## src/hw/rtl/bmsa_pkg.sv

```systemverilog
`timescale 1ns / 1ps

package bmsa_pkg;

   localparam int WORD_W    = 64;
   localparam int HALF_W    = WORD_W / 2;
   localparam int SHIFT_W   = 6;
   localparam int CSR_IDX_W = 2;
   localparam int CSR_DAT_W = 8;
   localparam int QDEPTH    = 4;
   localparam int QPTR_W    = $clog2(QDEPTH);
   localparam int QCNT_W    = QPTR_W + 1;

   typedef enum logic [CSR_IDX_W-1:0] {
      CSR_PARTY        = 2'd0,
      CSR_SHIFT_AMT    = 2'd1,
      CSR_SHIFT_ENABLE = 2'd2
   } csr_index_type;

   typedef struct packed {
      logic [WORD_W-1:0] e_opened;
      logic [WORD_W-1:0] f_opened;
      logic [WORD_W-1:0] a_share;
      logic [WORD_W-1:0] b_share;
      logic [WORD_W-1:0] c_share;
      logic              first_term;
      logic              last_term;
   } term_type;

   typedef struct packed {
      logic               party;
      logic [SHIFT_W-1:0] shift_amt;
      logic               shift_enable;
   } cfg_type;

endpackage

```

## src/hw/rtl/bmsa_front.sv

```systemverilog
`timescale 1ns / 1ps

module bmsa_front
   import bmsa_pkg::*;
(
   input  logic     clock,
   input  logic     reset,
   input  logic     req_valid,
   output logic     req_ready,
   input  term_type req_term,
   output logic     pop_valid,
   input  logic     pop_ready,
   output term_type pop_term
);

   term_type            mem_ff [QDEPTH];
   logic [QPTR_W-1:0]   wr_ptr_ff, wr_ptr_in;
   logic [QPTR_W-1:0]   rd_ptr_ff, rd_ptr_in;
   logic [QCNT_W-1:0]   count_ff, count_in;
   logic                push, pop;

   assign req_ready = (count_ff != QCNT_W'(QDEPTH));
   assign pop_valid = (count_ff != '0);
   assign pop_term  = mem_ff[rd_ptr_ff];
   assign push      = req_valid && req_ready;
   assign pop       = pop_valid && pop_ready;

   always_comb begin
      wr_ptr_in = push ? wr_ptr_ff + QPTR_W'(1) : wr_ptr_ff;
      rd_ptr_in = pop  ? rd_ptr_ff + QPTR_W'(1) : rd_ptr_ff;
      count_in  = count_ff;
      if (push && !pop) begin
         count_in = count_ff + QCNT_W'(1);
      end else if (pop && !push) begin
         count_in = count_ff - QCNT_W'(1);
      end
   end

   always_ff @(posedge clock) begin
      if (reset) begin
         wr_ptr_ff <= '0;
         rd_ptr_ff <= '0;
         count_ff  <= '0;
      end else begin
         wr_ptr_ff <= wr_ptr_in;
         rd_ptr_ff <= rd_ptr_in;
         count_ff  <= count_in;
      end
   end

   always_ff @(posedge clock) begin
      if (push) begin
         mem_ff[wr_ptr_ff] <= req_term;
      end
   end

`ifndef ASSERT_OFF
   a_count_bound: assert property (@(posedge clock) disable iff (reset)
      count_ff <= QCNT_W'(QDEPTH))
      else $error("queue count beyond depth");
   a_count_up: assert property (@(posedge clock) disable iff (reset)
      (push && !pop) |=> (count_ff == $past(count_ff) + QCNT_W'(1)))
      else $error("queue count missed a push");
   a_full_blocks: assert property (@(posedge clock) disable iff (reset)
      (count_ff == QCNT_W'(QDEPTH)) |-> !req_ready)
      else $error("full queue still accepting");
`endif

endmodule

```

## config.mk

```make
export PLATFORM = sky130hd
export DESIGN_NAME = bmsa_front
export DESIGN_NICKNAME = d
export VERILOG_FILES = /design/src/hw/rtl/bmsa_pkg.sv /design/src/hw/rtl/bmsa_front.sv
export SDC_FILE = /design/constraint.sdc
export NUM_CORES = 1
export LEC_CHECK = 0
export ABC_AREA = 1
export BUFFER_PORTS_ARGS = -buffer_cell sky130_fd_sc_hd__buf_2
export CAP_MARGIN = 20
export CORE_MARGIN = 4
export CORE_UTILIZATION = 45
export DETAILED_ROUTE_END_ITERATION = 8
export GPL_TIMING_DRIVEN = 0
export PLACE_DENSITY_LB_ADDON = 0.08
export SLEW_MARGIN = 25
export SYNTH_ARGS = -nofsm -noshare
export SYNTH_HDL_FRONTEND = slang
export SYNTH_SLANG_ARGS = --single-unit
```

## constraint.sdc

```tcl
create_clock -name clock -period 44.7 [get_ports clock]
set_input_delay 6.705 -clock clock [delete_from_list [all_inputs] [get_ports clock]]
set_output_delay 6.705 -clock clock [all_outputs]
set_load 0.02 [all_outputs]
```

Yosys cells after proc, flatten, opt, wreduce, memory -nomap -nowiden
Memory sizes are Yosys's and may differ from the RTL's. A register that Yosys moved wholly into a read port is not among the register bits.
Cells that the tools add are included.
{"block": "totals", "regBits": 7, "ram_bits": 1288, "input_bits": 326, "output_inout_bits": 324, "word_cells": 23, "mem_count": 1}
{"name": "mem_ff", "depth": 4, "width": 322, "rd": 1, "rd_ports_with_merged_regs": 1, "wr": 1, "line": "bmsa_front.sv:16", "source": "term_type mem_ff [QDEPTH];"}
{"block": "classes", "addsub": 4, "n_eq_ne": 1, "mux": 6, "n_reduce_logical": 8}
{"op": "3-bit two-way mux", "count": 2}
{"op": "2-bit by 1-bit adder with 2-bit output, second input constant", "count": 2}
{"op": "1-bit logical AND", "count": 4}
{"op": "2-bit two-way mux", "count": 2}
{"op": "3-bit by 1-bit adder with 3-bit output, second input constant", "count": 1}
{"op": "3-bit != test, second input constant", "count": 1}
{"op": "3-bit nonzero test", "count": 1}
{"op": "3-bit by 1-bit subtractor with 3-bit output, second input constant", "count": 1}
{"op": "1-bit zero test", "count": 2}
{"op": "1-bit two-way mux", "count": 2}
{"op": "2-bit nonzero test", "count": 1}

Depth between registers and ports, before layout
Gate-level depths: netlist of the first run.
{"block": "logic_depth", "ltp_word": 6, "mapped_depth": 13, "depth_no_buf": 13}

Least setup slack after synthesis of the first run
OpenSTA, ideal clock, no wires.
{"block": "synth_path", "kind": "input port to flip-flop", "from": "input port req_valid", "to": "memory mem_ff[0][0] in the netlist's numbering (enable)", "setup_time_ps": 1014, "arrival_ps": 20151, "required_ps": 43686, "setup_slack_ps": 23535, "stages": 2, "n_path_buf": 0, "cell_sequence": "nand2_1 nor2_1"}
{"block": "synth_between", "elab_chain_cells": 3}
{"element": "start: declaration", "line": "bmsa_front.sv:8", "source": "input logic req_valid,"}
{"element": "1-bit logical AND", "line": "bmsa_front.sv:25", "source": "assign push = req_valid && req_ready;"}
{"element": "1-bit two-way mux", "line": "bmsa_front.sv:52", "source": "if (push) begin"}
{"element": "1-bit two-way mux (implied by the code)", "line": "bmsa_front.sv:53", "source": "mem_ff[wr_ptr_ff] <= req_term;"}
{"element": "end: declaration", "line": "bmsa_front.sv:16"}
Every way passes these cells.

==> metrics, run 1 <==
critical path's slowest cell=clkbuf_1; DRC viols=0; Reg2Reg Depth=11; Max-Cap Viols=0; outcome=complete, no violations; Sw Pwr=1.20 mW; Switching Share=33.2%; GRT overflow=0; P_leak=slightly above 20 nW; DRT Wirelength=134 mm; RSZ-0062 raised after global routing=no; Hold Crit Class=flop to flop; standard-cell rows=119; first-pass GRT wire length=between 150 and 200 mm; commonest non-fill, non-tap cell in the layout=edfxtp_1; routed vias/inst=5.36; post-layout util=56.1%; vias in the first global route=28849; routed len/inst=24.1 um; port bufs=649; CTS buffer count=137; WP data required=about 38 ns; antenna viol nets, final=0; # IOs=650; final setup fails=0; flops & latches, synth=roughly 1300; most used cell, CP=buf_4; Worst EP arrival=between 3 and 4 ns; clk root buf=clkbuf_16; CTS Sinks=1297; Worst Path Max Fanout=10; Distinct cells, synth=20; gr usage total=a little under a quarter; CP bufs+invs=5; core box area=106000 um2; Layout Skew=~0.029 ns; initial antenna violation count=74; final worst slack=34.98 ns; hold-critical path depth=2; Largest delay share family, worst path=buffers and inverters; full die area=112000 um2; synthesized area per cell=approximately 15 um2; dpl ws=between 30 and 40 ns; Max stage delay on crit path=0.49 ns; number of DRC markers in iteration 0=2217; commonest non-fill, non-tap cells in the layout=edfxtp_1, buf_2, nor2_1; pin count of the biggest net entering global routing=22; maximum VDD drop=38.9 uV; Reg power frac=41.3%; syn_nets=between 3000 and 4000; final period utilization=21.7%; Clk pin slew, worst setup/hold paths=0.06 ns; post-layout min period=9.72 ns; Synthesis Warnings=0; Final TNS setup=0 ns; placed inst area=around 55000 um2; CTS tree=built; fin area=59300 um2; cell breakdown of the critical path=buf_4 -> inv_2 -> buf_4 -> clkbuf_1 -> o21ai_0 -> o22ai_1 -> buf_2; FMAX=just over 100 MHz; CTS max path bufs=3; Pwr Density=61.1 nW/um2; final-report max-slew violation count=0; total number of vias=29925; Syn-to-layout area delta=23.6%; post-synthesis sequential area ratio=~81%; post-cts sizing count=0; critical path type=flop to primary output; layout net count=approximately 4400; Pint=2.42 mW; CTS H-tree lvls=4; DR pass1 iterations=5; later-pin clock latency in the skew report=0.73 ns; Stages on worst setup path=7; share of layout cells above drive strength 1=24.0%; dpl hpwl=90.9 mm; Post-CTS Setup Bufs=0; Synth Cell Area=47900 um2; worst hold slack=between 0.5 and 0.6 ns; Die Height=334 um; die width=334 um; routability congestion estimate=0.790; Initial Util=approximately 45%; hold buffers post-CTS=0; Mapped Cells=between 3000 and 4000; combinational fraction of design power=28.5%; crit path launch type=flop; Slew headroom=between 50% and 60%; Tightest Pin Transition=about 0.63 ns; fillers=8533; Clk network pwr share=a little under a third; Worst setup EP type=primary output; Final Hold Fails=0
final cells by class:
cell class / count / area, um2 / area share, %
inverters: 16 / 61.3 / 0.103
multi-input cells: 1655 / 7930 / 13.4
diodes: 40 / 100 / 0.169
clock inverters: 73 / 694 / 1.17
plain buffers: 214 / 1110 / 1.87
clock buffers: 170 / 3640 / 6.14
repair buffers: 725 / 5120 / 8.64
flip-flops and latches: 1297 / 38900 / 65.6
well taps: 1391 / 1740 / 2.94
worst paths after layout:
| check | start | to | slack (ns) |
|---|---|---|---|
| worst max-delay path | flop | pop_term[128] | 34.98 |
| worst min-delay path | rd_ptr_ff[1]$_SDFFE_PP0P_ | rd_ptr_ff[1]$_SDFFE_PP0P_ | 0.50 |
| worst max register to register | count_ff[0]$_SDFFE_PP0P_ | mem_ff[1][150]$_DFFE_PP_ | 41.63 |
| worst min register to register | rd_ptr_ff[1]$_SDFFE_PP0P_ | rd_ptr_ff[1]$_SDFFE_PP0P_ | 0.50 |
per-layer routing:
metal	vias up	part of all wire [%]	track usage, %
met4	44	3.0	7.99
met2	1030	49	37.8
met5	-	0.20	0
met3	248	9.9	8.50
li1	13917	-	-
met1	14686	38	29.6
sequential cells by signal, indices dropped and copies added, names as in the netlist, named ones only:
name / cells
mem_ff: 1288
count_ff: 3
rd_ptr_ff: 2
wr_ptr_ff: 2
through the flow:
step	instances	power, mW
after CTS	5541	3.66
after detailed placement	5298	2.57
after global routing	5553	3.79
after global placement	5222	2.64
final	5581	3.62
after floorplan	3182	2.15
worst min-delay path, cell delays in order (launching register included):
cell,delay [ns]
dfxtp_1,0.32
nand2_1,0.06
a21oi_1,0.07
synth_stat cells:
cell type  count  share of area (%)
dfxtp_1        9               0.38
o22ai_1      322                4.2
inv_2          1             0.0078
o21ai_0      645                6.7
clkbuf_1     133                1.0
buf_2         41               0.43
inv_1         14               0.11
a21oi_1        3              0.031
buf_4         13               0.20
buf_6         26               0.61
nor2_1       658                5.2
fa_1           1              0.042
xor2_1         1              0.018
nand2_1       15               0.12
clkinv_2       1              0.010
edfxtp_1    1288                 81
ha_1           5               0.13
nand3b_1       1              0.016
buf_8          1              0.031
nand3_1        4              0.042
power groups by stage:
stage	Clock (mW)	Combinational, mW	Sequential [mW]
final	1.09	1.03	1.50
after global routing	1.17	1.11	1.51
after CTS	1.12	1.05	1.50
after detailed placement	0	1.05	1.52
after global placement	0	0.985	1.66
after floorplan	0	0.555	1.59
logic make-up (layout without fill, tap and decap cells):
group / Yosys count / count (layout) / synth area share (%)
adder cells (fa/ha/maj): 6 / 6 / 0.172
flip-flops: 1297 / 1297 / 81.1
other: 0 / 40 / 0
AO/OA/AOI/OAI: 970 / 970 / 11.0
XOR/XNOR: 1 / 1 / 0.0183
AND/OR/NAND/NOR: 678 / 678 / 5.33
buffers and inverters: 230 / 1198 / 2.44
Note: power is estimated with default switching activity, not from simulation.
==> inputs of run 2 (changes only) <==
Clock period 44.7 ns to 9.63 ns, I/O delays scaled along.
==> run 2 against run 1 <==
Net effect:
- register-to-register slack worse by 35 ns
- combinational power grew to 4.7 times the previous value
- via count grew 0.36%
- count of clock-buffer cells in the layout did not move
- critical path depth is the same
- final cell count is essentially flat
- non-clock buffer count increased by 2
- final area about the same
- critical path type unchanged
- critical endpoint is now pop_term[144]
- highest routed layer unchanged
==> metrics, run 2 (synthesized netlist as in run 1, its figures left out) <==
FMAX=~220 MHz; CTS max path bufs=3 (unchanged); maximum VDD drop=185 uV (was 38.9 uV); placed inst area=54900 um2 (was 54800 um2); total number of vias=30033 (was 29925); Cell Count Post-Placement=5300 (was 5298); P_leak=20.6 nW (about the same); final-report max-slew violation count=0 (unchanged); Final Hold Fails=0 (unchanged); WP data required=8.19 ns (was 37.99 ns); CTS buffer count=137 (unchanged); hold path start=rd_ptr_ff[0]$_SDFFE_PP0P_ (was rd_ptr_ff[1]$_SDFFE_PP0P_); DRC viols=0 (unchanged); CTS tree=built (unchanged); multi-input logic area=7930 um2 (unchanged); dpl hpwl=91.1 mm (was 90.9 mm); fin area=59200 um2 (was 59300 um2); critical path type=flop to primary output (unchanged); share of layout cells above drive strength 1=23.8% (was 24.0%); later-pin clock latency in the skew report=0.73 ns (about the same); final instance count without filler cells=5578 (was 5581); post-layout min period=4.46 ns; hold-critical path depth=2 (unchanged); crit path launch type=flop (unchanged); # IOs=650 (unchanged); r2r endpoint=mem_ff[3][176]$_DFFE_PP_ (was mem_ff[1][150]$_DFFE_PP_); Initial Util=45.4% (unchanged); Pwr Density=282 nW/um2 (was 61.1 nW/um2); vias in the first global route=28984 (was 28849); initial antenna violation count=71 (was 74); Reg2Reg Depth=10 (was 11); antenna viol nets, final=0 (unchanged); pin count of the biggest net entering global routing=22 (unchanged); hold buffers post-CTS=0 (unchanged); gr usage total=23.5% (about the same); Worst setup EP type=primary output (unchanged); commonest non-fill, non-tap cells in the layout=edfxtp_1, buf_2, nor2_1 (unchanged); core box area=106000 um2 (unchanged); DR pass1 iterations=5 (unchanged); Worst Path Max Fanout=10 (unchanged); Largest Register=mem_ff (unchanged); DRT Wirelength=135 mm (was 134 mm); Final TNS setup=0 ns (unchanged); Largest regs=mem_ff (1288), count_ff (3) (unchanged); die width=334 um (unchanged); CTS H-tree lvls=4 (unchanged); layout net count=4380 (was 4378); routed len/inst=24.1 um (about the same); Worst EP arrival=3.01 ns (about the same); Min-Delay Endpoint=rd_ptr_ff[0]$_SDFFE_PP0P_ (was rd_ptr_ff[1]$_SDFFE_PP0P_); final worst slack=5.17 ns (was 34.98 ns); Die Height=334 um (unchanged); Hold Crit Class=flop to flop (unchanged); full die area=112000 um2 (unchanged); port bufs=649 (unchanged); GRT overflow=0 (unchanged); reg2reg start=count_ff[1]$_SDFFE_PP0P_ (was count_ff[0]$_SDFFE_PP0P_); total power draw=16.7 mW (was 3.62 mW); Tightest Pin Transition=0.714 ns (was 0.627 ns); Slew headroom=52.3% (was 58.2%); dpl ws=5.62 ns (was 35.44 ns); Max-Cap Viols=0 (unchanged); commonest non-fill, non-tap cell in the layout=edfxtp_1 (unchanged); Post-CTS Setup Bufs=0 (unchanged); area occupied by registers=38900 um2 (unchanged); clk root buf=clkbuf_16 (unchanged); number of DRC markers in iteration 0=2184 (was 2217); post-cts sizing count=0 (unchanged); CTS Sinks=1297 (unchanged); Clk pin slew, worst setup/hold paths=0.06 ns (about the same); routability congestion estimate=0.759 (was 0.790); post-layout util=56.1% (about the same); Syn-to-layout area delta=23.5% (was 23.6%); first-pass GRT wire length=194 mm (was 193 mm); final setup fails=0 (unchanged); worst hold slack=0.510 ns (was 0.501 ns); standard-cell rows=119 (unchanged); routed vias/inst=5.38 (was 5.36); RSZ-0062 raised after global routing=no (unchanged); Largest register FFs=1288 (unchanged); Layout Skew=0.0210 ns (was 0.0288 ns); fillers=8649 (was 8533); R2R Setup Slk=6.57 ns (was 41.63 ns); outcome=complete, no violations (unchanged); final period utilization=46.3%
-- run 2: cell types whose count changed in the layout (fill, tap and decap cells not counted), moves of 5 or more --
cell	change
buf_12	-5
buf_16	+7
bufinv_16	-5
clkinv_1	+6
clkinv_2	-8
-- run 2: report_power, final --
group / internal [mW] / switching [mW] / leakage [nW]
Clock: 2.87 / 2.07 / 2.04
Combinational: 1.39 / 3.41 / 6.69
Sequential: 6.85 / 0.106 / 11.9
Total: 11.1 / 5.58 / 20.6
-- run 2: worst max-delay path: stages (launching register included) --
cell	delay, ns
dfxtp_1	0.29
buf_4	0.19
inv_2	0.27
buf_4	0.34
clkbuf_1	0.44
o21ai_0	0.18
o22ai_1	0.27
buf_2	0.28
-- run 2: per-layer routing --
layer | routed length [um] | part of all wire (%) | track usage (%) | vias up
met5 | 247 | 0.18 | 0 | -
met4 | 3670 | 2.7 | 7.68 | 40
met3 | 12400 | 9.2 | 8.21 | 247
met2 | 65000 | 48 | 37.8 | 965
met1 | 53400 | 40 | 30.2 | 14856
li1 | - | - | - | 13925
-- run 2: worst max path at each step --
stage          cells past startpoint                  endpoint  slack [ns]
4_1_cts                            7             pop_term[144]        5.04
5_1_grt                            7             pop_term[145]        4.97
3_5_place_dp                       9  mem_ff[3][170]$_DFFE_PP_        5.62
6_report                           7             pop_term[144]        5.17
2_1_floorplan                      2    mem_ff[0][0]$_DFFE_PP_       -0.85
3_3_place_gp                       3  mem_ff[0][170]$_DFFE_PP_       -8.25
-- run 2: cell type report --
type,count,area share (%)
Antenna cell,41,0.173
Tap cell,1391,2.94
Clock inverter,67,0.890
Clock buffer,170,6.18
Inverter,16,0.104
Buffer,214,1.87
Sequential cell,1297,65.6
Timing Repair Buffer,727,8.81
Multi-Input combinational cell,1655,13.4
